==> config.mk <==
export PLATFORM = sky130hd
export DESIGN_NAME = led_blink_pattern_generator
export DESIGN_NICKNAME = d
export VERILOG_FILES = /design/src/lbpg_pkg.sv /design/src/lbpg_divider.sv /design/src/led_blink_pattern_generator.sv
export SDC_FILE = /design/constraint.sdc
export NUM_CORES = 1
export LEC_CHECK = 0
export BUFFER_PORTS_ARGS = -buffer_cell sky130_fd_sc_hd__buf_2
export CAP_MARGIN = 15
export CORE_MARGIN = 1
export CORE_UTILIZATION = 37
export CTS_BUF_LIST = sky130_fd_sc_hd__clkbuf_16
export DETAILED_ROUTE_END_ITERATION = 7
export PLACE_DENSITY_LB_ADDON = 0.08
export SLEW_MARGIN = 20
export SYNTH_ARGS = -nofsm -noshare
export SYNTH_HDL_FRONTEND = slang
export SYNTH_SLANG_ARGS = --single-unit
==> constraint.sdc <==
create_clock -name clk -period 14.1 [get_ports clk]
set_input_delay 0 -clock clk [delete_from_list [all_inputs] [get_ports clk]]
set_output_delay 0 -clock clk [all_outputs]
set_load 0.01 [all_outputs]
==> src/lbpg_pkg.sv <==
// ----------------------------------------------------------------------------
// lbpg_pkg
// Shared types and constants for the LED blink pattern generator.
// ----------------------------------------------------------------------------
package lbpg_pkg;

	localparam int PERIOD_BITS = 16;
	localparam int ENABLE_BITS = 4;
	localparam int ADD_BITS    = 8;
	localparam int BRIGHT_BITS = 8;
	// span * 510 with span at most half of a 16-bit period
	localparam int PROD_BITS   = 25;
	localparam int CFG_IDX_BITS = 2;

	localparam logic CMD_TICK = 1'b0;
	localparam logic CMD_ADD  = 1'b1;

	localparam logic [CFG_IDX_BITS-1:0] REG_SINGLE_PERIOD  = 2'd0;
	localparam logic [CFG_IDX_BITS-1:0] REG_ENDLESS_PERIOD = 2'd1;
	localparam logic [CFG_IDX_BITS-1:0] REG_PATTERN_ENABLE = 2'd2;

	localparam int EN_FULL  = 0;
	localparam int EN_LONG  = 1;
	localparam int EN_SHORT = 2;
	localparam int EN_WAVE  = 3;

	typedef enum logic [2:0] {
		ST_IDLE,
		ST_EVAL,
		ST_MOD,
		ST_BRIGHT,
		ST_DONE
	} state_t;

endpackage

==> src/lbpg_divider.sv <==
// ----------------------------------------------------------------------------
// lbpg_divider
// Restoring radix-2 divider, one quotient bit per cycle, 16-bit divisor.
// ----------------------------------------------------------------------------
module lbpg_divider
	import lbpg_pkg::*;
#(
	parameter int DW = 32,
	parameter int CW = 6
) (
	input  logic                   clk,
	input  logic                   arst_n,
	input  logic                   start,
	input  logic [DW-1:0]          dividend,
	input  logic [CW-1:0]          nbits,
	input  logic [PERIOD_BITS-1:0] divisor,
	output logic                   done,
	output logic [PERIOD_BITS-1:0] remainder,
	output logic [BRIGHT_BITS-1:0] quotient
);

	logic                   busy_q;
	logic                   done_q;
	logic [CW-1:0]          cnt_q;
	logic [DW-1:0]          dvd_q;
	logic [PERIOD_BITS-1:0] rem_q;
	logic [BRIGHT_BITS-1:0] quo_q;

	logic [PERIOD_BITS:0] trial;
	logic [PERIOD_BITS:0] diff;
	logic                 ge;

	// dividend enters left aligned, msb first
	assign trial = {rem_q, dvd_q[DW-1]};
	assign diff  = trial - {1'b0, divisor};
	assign ge    = trial >= {1'b0, divisor};

	always_ff @(posedge clk or negedge arst_n) begin
		if (!arst_n) begin
			busy_q <= 1'b0;
			done_q <= 1'b0;
			cnt_q  <= '0;
		end else begin
			done_q <= 1'b0;
			if (busy_q) begin
				cnt_q <= cnt_q - CW'(1);
				if (cnt_q == CW'(1)) begin
					busy_q <= 1'b0;
					done_q <= 1'b1;
				end
			end else if (start) begin
				busy_q <= 1'b1;
				cnt_q  <= nbits;
			end
		end
	end

	always_ff @(posedge clk) begin
		if (busy_q) begin
			dvd_q <= {dvd_q[DW-2:0], 1'b0};
			rem_q <= ge ? diff[PERIOD_BITS-1:0] : trial[PERIOD_BITS-1:0];
			quo_q <= {quo_q[BRIGHT_BITS-2:0], ge};
		end else if (start) begin
			dvd_q <= dividend;
			rem_q <= '0;
			quo_q <= '0;
		end
	end

	assign done      = done_q;
	assign remainder = rem_q;
	assign quotient  = quo_q;

endmodule

==> src/led_blink_pattern_generator.sv <==
// ----------------------------------------------------------------------------
// led_blink_pattern_generator
// LED drive sequencer: counted blinks first, else an endless wave or on/off
// pattern derived from the tick count modulo the endless period.
// ----------------------------------------------------------------------------
//  channel   direction  handshake            payload
//  in        in         in_valid/in_ready    command, tick_count, blink_count
//  out       out        out_valid/out_ready  pwm_mode, led_high, brightness
//  cfg       in         cfg_valid/cfg_ready  cfg_index, cfg_data
//
//  add: ST_EVAL, back to idle, no output. counted tick: the same, but once
//  its cycle has started it passes ST_DONE to load the output. endless
//  on/off: ST_MOD, ST_DONE; wave: ST_MOD, ST_BRIGHT, ST_DONE, on the shared
//  bit-serial divider (modulo, then brightness quotient). one transaction in
//  flight; in_ready only when idle. a finished result waits for a free output
//  register. reset clears state and configuration; cfg_ready is always high.
// ----------------------------------------------------------------------------
module led_blink_pattern_generator
	import lbpg_pkg::*;
#(
	parameter int TICK_BITS  = 32,
	parameter int COUNT_BITS = 16
) (
	input  logic                    clk,
	input  logic                    arst_n,
	input  logic                    in_valid,
	output logic                    in_ready,
	input  logic                    command,
	input  logic [31:0]             tick_count,
	input  logic [ADD_BITS-1:0]     blink_count,
	output logic                    out_valid,
	input  logic                    out_ready,
	output logic                    pwm_mode,
	output logic                    led_high,
	output logic [BRIGHT_BITS-1:0]  brightness,
	input  logic                    cfg_valid,
	output logic                    cfg_ready,
	input  logic [CFG_IDX_BITS-1:0] cfg_index,
	input  logic [PERIOD_BITS-1:0]  cfg_data
);

	localparam int IN_BITS = (TICK_BITS < 32) ? TICK_BITS : 32;
	localparam int DW      = (TICK_BITS > PROD_BITS) ? TICK_BITS : PROD_BITS;
	localparam int CW      = $clog2(DW + 1);

	state_t state_q, state_d;

	logic [PERIOD_BITS-1:0] single_period_q;
	logic [PERIOD_BITS-1:0] endless_period_q;
	logic [ENABLE_BITS-1:0] enable_q;

	logic [COUNT_BITS-1:0] blinks_q;
	logic                  cycle_started_q;
	logic [TICK_BITS-1:0]  start_tick_q;

	logic                  cmd_q;
	logic [TICK_BITS-1:0]  tick_q;
	logic [ADD_BITS-1:0]   add_q;

	logic                   res_led_q;
	logic                   res_pwm_q;
	logic [BRIGHT_BITS-1:0] res_bright_q;

	logic                   out_valid_q;
	logic                   out_pwm_q;
	logic                   out_led_q;
	logic [BRIGHT_BITS-1:0] out_bright_q;

	logic                   div_start;
	logic [DW-1:0]          div_dvd;
	logic [CW-1:0]          div_nbits;
	logic                   div_done;
	logic [PERIOD_BITS-1:0] div_rem;
	logic [BRIGHT_BITS-1:0] div_quo;

	logic counted_act;
	logic endless_act;
	logic wave_en;
	logic out_free;

	// counted blink terms
	logic [TICK_BITS-1:0]   d_full;
	logic                   d_hi;
	logic [PERIOD_BITS-1:0] d16;
	logic [19:0]            ten_d;
	logic [19:0]            three_p;
	logic                   blink_on;
	logic                   d_ge_p;

	// endless terms, x is the modulo remainder
	logic [PERIOD_BITS-1:0] x;
	logic [PERIOD_BITS-1:0] span;
	logic [PROD_BITS-1:0]   prod;
	logic                   win_long;
	logic                   win_short;
	logic                   pat_on;

	logic [COUNT_BITS:0]    blink_sum;

	assign counted_act = (single_period_q != '0) && (blinks_q != '0);
	assign endless_act = endless_period_q != '0;
	assign wave_en     = enable_q[EN_WAVE];
	assign out_free    = !out_valid_q || out_ready;

	assign d_full   = tick_q - start_tick_q;
	assign d_hi     = (d_full >> PERIOD_BITS) != '0;
	assign d16      = d_full[PERIOD_BITS-1:0];
	assign ten_d    = 20'({d16, 3'b000}) + 20'({d16, 1'b0});
	assign three_p  = 20'({single_period_q, 1'b0}) + 20'(single_period_q);
	assign blink_on = !d_hi && (ten_d < three_p);
	assign d_ge_p   = d_hi || (d16 >= single_period_q);

	assign x    = div_rem;
	assign span = (x > (endless_period_q >> 1)) ? (endless_period_q - x) : x;
	assign prod = PROD_BITS'({span, 9'b0}) - PROD_BITS'({span, 1'b0});

	assign win_long  = (19'({x, 2'b00}) + 19'(x)) < 19'(endless_period_q);
	assign win_short = (17'({x, 1'b0}) >= 17'(endless_period_q)) &&
		((21'({x, 4'b0000}) + 21'({x, 2'b00})) <
		 (21'({endless_period_q, 3'b000}) + 21'({endless_period_q, 1'b0}) +
		  21'(endless_period_q)));
	assign pat_on = enable_q[EN_FULL] || (enable_q[EN_LONG] && win_long) ||
		(enable_q[EN_SHORT] && win_short);

	assign blink_sum = (COUNT_BITS + 1)'(blinks_q) + (COUNT_BITS + 1)'(add_q);

	lbpg_divider #(
		.DW (DW),
		.CW (CW)
	) u_div (
		.clk       (clk),
		.arst_n    (arst_n),
		.start     (div_start),
		.dividend  (div_dvd),
		.nbits     (div_nbits),
		.divisor   (endless_period_q),
		.done      (div_done),
		.remainder (div_rem),
		.quotient  (div_quo)
	);

	always_ff @(posedge clk or negedge arst_n) begin
		if (!arst_n) begin
			state_q <= ST_IDLE;
		end else begin
			state_q <= state_d;
		end
	end

	always_comb begin
		state_d   = state_q;
		in_ready  = 1'b0;
		div_start = 1'b0;
		div_dvd   = DW'(tick_q) << (DW - TICK_BITS);
		div_nbits = CW'(TICK_BITS);
		unique case (state_q)
			ST_IDLE: begin
				in_ready = 1'b1;
				if (in_valid) begin
					state_d = ST_EVAL;
				end
			end
			ST_EVAL: begin
				if (cmd_q == CMD_ADD) begin
					state_d = ST_IDLE;
				end else if (counted_act) begin
					// first tick of a run only records the start time
					state_d = cycle_started_q ? ST_DONE : ST_IDLE;
				end else if (endless_act) begin
					div_start = 1'b1;
					state_d   = ST_MOD;
				end else begin
					state_d = ST_IDLE;
				end
			end
			ST_MOD: begin
				div_dvd   = DW'(prod) << (DW - PROD_BITS);
				div_nbits = CW'(PROD_BITS);
				if (div_done) begin
					if (wave_en) begin
						div_start = 1'b1;
						state_d   = ST_BRIGHT;
					end else begin
						state_d = ST_DONE;
					end
				end
			end
			ST_BRIGHT: begin
				if (div_done) begin
					state_d = ST_DONE;
				end
			end
			ST_DONE: begin
				if (out_free) begin
					state_d = ST_IDLE;
				end
			end
			default: begin
				state_d = ST_IDLE;
			end
		endcase
	end

	// configuration and block state
	always_ff @(posedge clk or negedge arst_n) begin
		if (!arst_n) begin
			single_period_q  <= '0;
			endless_period_q <= '0;
			enable_q         <= '0;
			blinks_q         <= '0;
			cycle_started_q  <= 1'b0;
			start_tick_q     <= '0;
		end else begin
			if (cfg_valid) begin
				unique case (cfg_index)
					REG_SINGLE_PERIOD:  single_period_q  <= cfg_data;
					REG_ENDLESS_PERIOD: endless_period_q <= cfg_data;
					REG_PATTERN_ENABLE: enable_q         <= cfg_data[ENABLE_BITS-1:0];
					default: ;
				endcase
			end
			if (state_q == ST_EVAL) begin
				if (cmd_q == CMD_ADD) begin
					blinks_q <= blink_sum[COUNT_BITS] ? '1 : blink_sum[COUNT_BITS-1:0];
				end else if (counted_act) begin
					if (!cycle_started_q) begin
						cycle_started_q <= 1'b1;
						start_tick_q    <= tick_q;
					end else if (d_ge_p) begin
						blinks_q <= blinks_q - COUNT_BITS'(1);
						if (blinks_q == COUNT_BITS'(1)) begin
							cycle_started_q <= 1'b0;
						end else begin
							start_tick_q <= start_tick_q + TICK_BITS'(single_period_q);
						end
					end
				end
			end
		end
	end

	// captured transaction and pending result
	always_ff @(posedge clk) begin
		if (in_valid && in_ready) begin
			cmd_q  <= command;
			tick_q <= TICK_BITS'(tick_count[IN_BITS-1:0]);
			add_q  <= blink_count;
		end
		if (state_q == ST_EVAL) begin
			res_pwm_q    <= 1'b0;
			res_led_q    <= blink_on;
			res_bright_q <= '0;
		end
		if (state_q == ST_MOD && div_done && !wave_en) begin
			res_pwm_q    <= 1'b0;
			res_led_q    <= pat_on;
			res_bright_q <= '0;
		end
		if (state_q == ST_BRIGHT && div_done) begin
			res_pwm_q    <= 1'b1;
			res_led_q    <= 1'b0;
			res_bright_q <= div_quo;
		end
	end

	// output register
	always_ff @(posedge clk or negedge arst_n) begin
		if (!arst_n) begin
			out_valid_q <= 1'b0;
		end else if (state_q == ST_DONE && out_free) begin
			out_valid_q <= 1'b1;
		end else if (out_ready) begin
			out_valid_q <= 1'b0;
		end
	end

	always_ff @(posedge clk) begin
		if (state_q == ST_DONE && out_free) begin
			out_pwm_q    <= res_pwm_q;
			out_led_q    <= res_led_q;
			out_bright_q <= res_bright_q;
		end
	end

	assign out_valid  = out_valid_q;
	assign pwm_mode   = out_pwm_q;
	assign led_high   = out_led_q;
	assign brightness = out_bright_q;
	assign cfg_ready  = 1'b1;

	// a running cycle always has blinks left
	a_started_has_blinks: assert property (@(posedge clk) disable iff (!arst_n)
		cycle_started_q |-> (blinks_q != '0))
		else $error("cycle running with no blinks left");

	// divider finishes only while the sequencer waits for it
	a_div_done_expected: assert property (@(posedge clk) disable iff (!arst_n)
		div_done |-> (state_q == ST_MOD || state_q == ST_BRIGHT))
		else $error("divider result with no waiting step");

	// an accepted transaction is evaluated in the next cycle
	a_accept_to_eval: assert property (@(posedge clk) disable iff (!arst_n)
		(in_valid && in_ready) |=> (state_q == ST_EVAL))
		else $error("accepted transaction not evaluated");

endmodule
== Word-level counts from Yosys, hierarchy flattened ==
Index checks and enable logic that the tools add are counted.
Widths: inputs -> output; s select.
Word-level totals
  output and inout port bits: 13
  logic and storage cells: 151
  register bits: 214
Cells by class
  multiplexer cells: 54
  eq/ne operators: 14
  add/subtract/negate cells: 14
  $lt $le $gt $ge: 7
  reductions and logical operators: 37
  bitwise gates (word level): 1
Operators by type and width (number)
  $mux 32: 6
  $mux 16: 9
  $reduce_bool 16->1: 3
  $add 19x17->20: 2
  $mux 8: 5
  $ge 17x16->1: 2
  $add 32x16->32: 1
  $reduce_bool 32->1: 1
  $sub 16x16->16: 2
  $sub 32x32->32: 1
  $sub 25x17->25: 1
  $mux 3: 8
  $add 20x16->21: 1
  $add 20x18->21: 1
  $lt 21x21->1: 1
  $lt 20x18->1: 1
  $mux 1: 20
  $add 18x16->19: 1
  $lt 19x16->1: 1
  $add 17x16->18: 1
  $mux 6: 3
  $add 16x8->17: 1
  $eq 16x1->1 const B: 1
  $ge 16x16->1: 1
  other kinds (26): 53

== Logic depth before layout (Yosys ltp) ==
  depth in word-level cells: 7
  gate-level depth with buffers: 26
  mapped depth without buffers: 26

== By module ==
A second synthesis with hierarchy kept.
Second synthesis, totals
  cells, all modules: 2251
  area, all modules: 20033.0 µm²
By module, submodules not included
  led_blink_pattern_generator: cells each 1938, times used 1, area an instance 16479.6 µm², sequential area each 4038.9 µm²
  lbpg_divider: cells each 313, times used 1, area an instance 3553.4 µm², sequential area each 1871.8 µm²

== Worst setup path after synthesis ==
Ideal clock, no wire load.
  path kind: reg2reg
  from: register endless_period_q[0]
  to: register res_led_q
  arrival: 4.718 ns
  library setup time: 0.149 ns
  required time: 13.951 ns
  cell stages (with the launch flop): 24
  setup slack: 9.233 ns
  cell sequence: dfrtp_1 -> inv_1 -> fa_1 -> inv_1 -> fa_1 -> a21o_1 -> a21oi_1 -> o21bai_1 -> a21oi_1 -> o21bai_1 -> a21oi_1 -> o21ai_0 -> or4_1 -> a31o_2 -> a21oi_1 -> xor2_1 -> ha_1 -> nand4_1 -> nor2_1 -> nand4_1 -> o21ai_0 -> mux2i_1 -> o311ai_0 -> o311ai_0
On the way
  longest elaborated chain between the ends: 7
  elaborated cells on any way between the ends: 11
  classes of those cells: 2 x add/sub; 3 x order compare; 1 x mux; 5 x reduce/logical
Ends and longest elaborated chain
  from (decl): RTL line led_blink_pattern_generator.sv:49  | logic [PERIOD_BITS-1:0] endless_period_q;
  from (signal assigned): RTL line led_blink_pattern_generator.sv:217  | REG_ENDLESS_PERIOD: endless_period_q <= cfg_data;
  $add 19x17->20: RTL line led_blink_pattern_generator.sv:120  | (21'({endless_period_q, 3'b000}) + 21'({endless_period_q, 1'b0}) +
  $add 20x16->21: RTL line led_blink_pattern_generator.sv:120
  $lt 21x21->1: RTL line led_blink_pattern_generator.sv:119  | ((21'({x, 4'b0000}) + 21'({x, 2'b00})) <
  $logic_and 1x1->1: RTL line led_blink_pattern_generator.sv:118  | assign win_short = (17'({x, 1'b0}) >= 17'(endless_period_q)) &&
  $logic_and 1x1->1: RTL line led_blink_pattern_generator.sv:123  | (enable_q[EN_SHORT] && win_short);
  $logic_or 1x1->1 (*): RTL line led_blink_pattern_generator.sv:122  | assign pat_on = enable_q[EN_FULL] || (enable_q[EN_LONG] && win_long) ||
  $mux 1 (*): RTL line led_blink_pattern_generator.sv:254  | if (state_q == ST_MOD && div_done && !wave_en) begin
  to (signal assigned): RTL line led_blink_pattern_generator.sv:251  | res_led_q <= blink_on;
  to (signal assigned): RTL line led_blink_pattern_generator.sv:256  | res_led_q <= pat_on;
  to (decl): RTL line led_blink_pattern_generator.sv:60  | logic res_led_q;
Every way passes the cells marked *; elsewhere a longest branch is shown, timed or not.
A chain may end at the register's enable or synchronous reset.

== Worst setup path after layout ==
  from: register start_tick_q[1]
  to: register res_led_q
On the way
  longest elaborated chain between the ends: 6
  elaborated cells on any way between the ends: 8
  classes of those cells: 2 x add/sub; 1 x order compare; 2 x mux; 3 x reduce/logical
Ends and longest elaborated chain
  from (decl): RTL line led_blink_pattern_generator.sv:54  | logic [TICK_BITS-1:0] start_tick_q;
  from (signal assigned): RTL line led_blink_pattern_generator.sv:228  | start_tick_q <= tick_q;
  from (signal assigned): RTL line led_blink_pattern_generator.sv:234  | start_tick_q <= start_tick_q + TICK_BITS'(single_period_q);
  $sub 32x32->32 (*): RTL line led_blink_pattern_generator.sv:105  | assign d_full = tick_q - start_tick_q;
  $add 19x17->20 or $reduce_bool 32->1 (tied branches): RTL line led_blink_pattern_generator.sv:108, led_blink_pattern_generator.sv:106
  $lt 20x18->1 or $logic_not 1->1 (tied branches): RTL line led_blink_pattern_generator.sv:110  | assign blink_on = !d_hi && (ten_d < three_p);
  $logic_and 1x1->1 (*): RTL line led_blink_pattern_generator.sv:110
  $mux 1 (*): RTL line led_blink_pattern_generator.sv:249  | if (state_q == ST_EVAL) begin
  $mux 1 (*): RTL line led_blink_pattern_generator.sv:254
Every way passes the cells marked *; elsewhere a longest branch is shown, timed or not. The select of a mux whose other input is x is not followed.

==> impl_metrics.csv <==
group,metric,value,unit
final_layout,stdcell_count,2945,
global_routing,grt_util_met1,0.3064,
sta,slew_headroom,0.3355,
sta,setup_violations,0,
yosys,ys_ff_latch,214,
routing,dr.pass1.iters,7,
global_routing,grt_pass1_wl,90920,um
yosys,ys.flop_type,"edfxtp_1",
clock_network,cts_resized,0,
yosys,synth_top_area_cell,"edfxtp_1",
routing,drt_iter0_drc,1019,
clock_network,insertion_delay,0.57,ns
power_and_ir_drop,p_sw_frac,0.4897,
yosys,syn_area_per_cell,9.002,um^2
routing,wl,57720,um
floorplan,ioPinCount,77,
clock_network,cts_tree,"built",
routing,final_antenna_net_count,0,
yosys,synth_top_area_frac,0.1784,
final_layout,finalInstanceArea,21710,um^2
sta,finClkSkew,0.03081,ns
routing,route.detailed.drc,2,
yosys,syn-num-nets,2451,
global_routing,use_met3,0.02282,
floorplan,floorplan.initialDensity,0.3741,
yosys,synth_commonest_cells,"233 x ha_1, 166 x a21oi_1, 159 x nor2_1",
power_and_ir_drop,seqPwrFrac,0.181,
yosys,yosysSeqAreaShare,0.3080,
hold_path,hold_class,"in2reg",
yosys,synth_edf_count,114,
global_routing,grt_max_degree,78,
sta,rsz0062_at_grt,"no",
sta,fin_crit_sh,0.4159,
clock_network,htree_levels,1,
power_and_ir_drop,power_density,267.6,nW/um^2
floorplan,die_y,229.8,um
global_routing,grt-ovfl-total,0,
power_and_ir_drop,peakVddDrop,0.3111,mV
placement,hpwl,44630,um
final_layout,diodes,0,
placement,place_congestion,0.8904,
power_and_ir_drop,switchingPower,0.002844,W
sta,worst_pin_slew,0.9967,ns
power_and_ir_drop,p_comb_frac,0.706,
final_layout,nNetsFinal,2564,
yosys,synthTopCellsByArea,"edfxtp_1 18%, ha_1 15%, dfrtp_1 13%",
yosys,async_flop_share,0.4533,
floorplan,core_region_area,51300,um^2
status,violations,"design-rule violations",
run,drv_cap,0,
placement,port_buffers,75,
global_routing,antenna_found_initial,2,
clock_network,cts_sinks,214,
clock_network,cts_buffer_depth,3,
routing,vias,16319,
global_routing,gr-usage-met2,0.3527,
yosys,ys_warn_count,0,
yosys,syn_area,19190,um^2
sta,layout_min_cycle_time,5.864,ns
yosys,syn_inst,2132,
setup_path,critPathMaxFanout,5,
floorplan,die_w,229.8,um
power_and_ir_drop,clockPowerShare,0.113,
placement,dpl-instance-area,20250,um^2
power_and_ir_drop,cellLeakagePower,9.293,nW
yosys,ys_types,91,
global_routing,track_usage,0.2184,
final_layout,drive_gt1_frac,0.08521,
final_layout,area_delta_synth_final,13.10,%
sta,max_freq,170.5,MHz
final_layout,final_util,0.4231,
routing,vias_per_cell,5.541,
setup_path,arrival,6.31,ns
sta,tns,0,ns
setup_path,critPathLaunchType,"flip-flop",
power_and_ir_drop,fin_total_pwr,0.005808,W
yosys,synth_most_common_cell,"ha_1",
floorplan,die_area,52790,um^2
floorplan,core.rowCount,83,
clock_network,cts_root_buf,"clkbuf_16",
sta,slew_viol_final,0,
placement,place_inst,2834,
setup_path,crit_path_end_kind,"flip-flop",
setup_path,crit_type,"reg2reg",
clock_network,numCtsBuffers,26,
status,status,"finished with violations",
global_routing,gr-max-usage-layer,"met2",
routing,drt-wirelength-per-cell,19.60,um
global_routing,grt_pass1_vias,15927,
sta,finalHoldViolCount,0,
clock_network,clkTransAtPathRegs,0.06,ns
setup_path,cp.required,14.55,ns
power_and_ir_drop,internal-power,0.002963,W
[power groups by stage]
stage | logic (W) | registers [W] | clock network [W]
final | 0.00410 | 0.00105 | 0.000656
after global routing | 0.00464 | 0.00108 | 0.000701
after CTS | 0.00411 | 0.00106 | 0.000675
after detailed placement | 0.00406 | 0.00107 | 0
after global placement | 0.00402 | 0.00106 | 0
after floorplan | 0.00316 | 0.000967 | 0
[state kept, by name, indices dropped and copies added, names as in the netlist, 16 cells and up]
| signal | flops |
|---|---|
| start_tick_q | 32 |
| tick_q | 32 |
| u_div.remainder | 16 |
| blinks_q | 16 |
| single_period_q | 16 |
| endless_period_q | 16 |
| u_div.dvd_q | 32 |
[logic make-up (layout without fill, tap and decap cells)]
family / after synthesis / count (layout) / share of synthesized area
mux: 45 / 45 / 0.02536
flops: 214 / 214 / 0.3080
simple gates: 631 / 631 / 0.1660
buf+inv: 208 / 341 / 0.04211
other cells: 1 / 1 / 0.0001954
compound gates: 641 / 641 / 0.2210
fa+ha+maj: 255 / 255 / 0.1748
xor+xnor: 137 / 137 / 0.06252
[critical path, stage by stage, from the launching register on]
cell and delay, ns:
dfrtp_1 0.40, inv_1 0.10, ha_1 0.29, nor2b_1 0.14, o31ai_1 0.56, a21boi_0 0.61, ha_1 0.34, a21o_1 0.17
a21oi_1 0.20, nor2b_1 0.07, o21ai_0 0.21, a211o_1 0.22, nor2_1 0.06, o31ai_1 0.41, o311ai_0 0.33, o21a_1 0.26
nor2_1 0.11, xnor2_1 0.14, ha_1 0.26, and4_1 0.21, o2111ai_1 0.10, nand3_1 0.24, o311ai_0 0.32
[metal layers]
layer | up-vias | share of wire
met5 | - | 0.00021
li1 | 8067 | -
met1 | 7860 | 0.48
met2 | 316 | 0.45
met3 | 74 | 0.035
met4 | 2 | 0.027
[through the flow]
step	hold WS, ns	worst slack, ns
floorplan	-0.2956	9.233
global route	0.03246	7.573
CTS	0.002545	8.215
detailed placement	0.06741	8.260
global placement	0.06763	8.360
finish	0.03012	8.236
[final cells by class]
class | count | area, um^2
inverters | 144 | 540.5
well taps | 680 | 850.8
flip-flops and latches | 214 | 5912
clock buffers | 27 | 675.6
repair buffers | 149 | 1091
multi-input cells | 1710 | 12490
fillers | 5140 | 29590
clock inverters | 21 | 146.4
[cells in the final DEF (no fill, tap or decap), types with 51 or more instances in the layout]
cell           Yosys  final
ha_1             233    233
a21oi_1          166    166
nor2_1           159    158
nand2_1          151    151
inv_1            143    147
o21ai_0          123    123
edfxtp_1         114    114
dfrtp_1           97     96
xnor2_1           86     86
buf_2              7     74
dlygate4sd3_1      0     63
a21o_1            60     60
xor2_1            51     51
nor3_1            52     51
[worst paths after layout]
path                                 startpoint                 end  slack, ns  cells past startpoint
worst max register to register  start_tick_q[1]           res_led_q       8.24                     22
worst min register to register  res_bright_q[5]       brightness[5]       0.42                      0
worst min-delay path               cfg_index[0]  single_period_q[5]       0.03                      4
min in group asynchronous                arst_n         blinks_q[9]       0.44                      3
max in group asynchronous                arst_n          state_q[0]      12.08                      4
worst max-delay path            start_tick_q[1]           res_led_q       8.24                     22
[timing repair]
action / in CTS / in global routing
setup endpoints to repair: 0 / 0
hold buffers: 63 / 0
hold endpoints to repair: 122 / 0
buffers inserted: 0 / 0
Power figures use the tool's default switching activity.
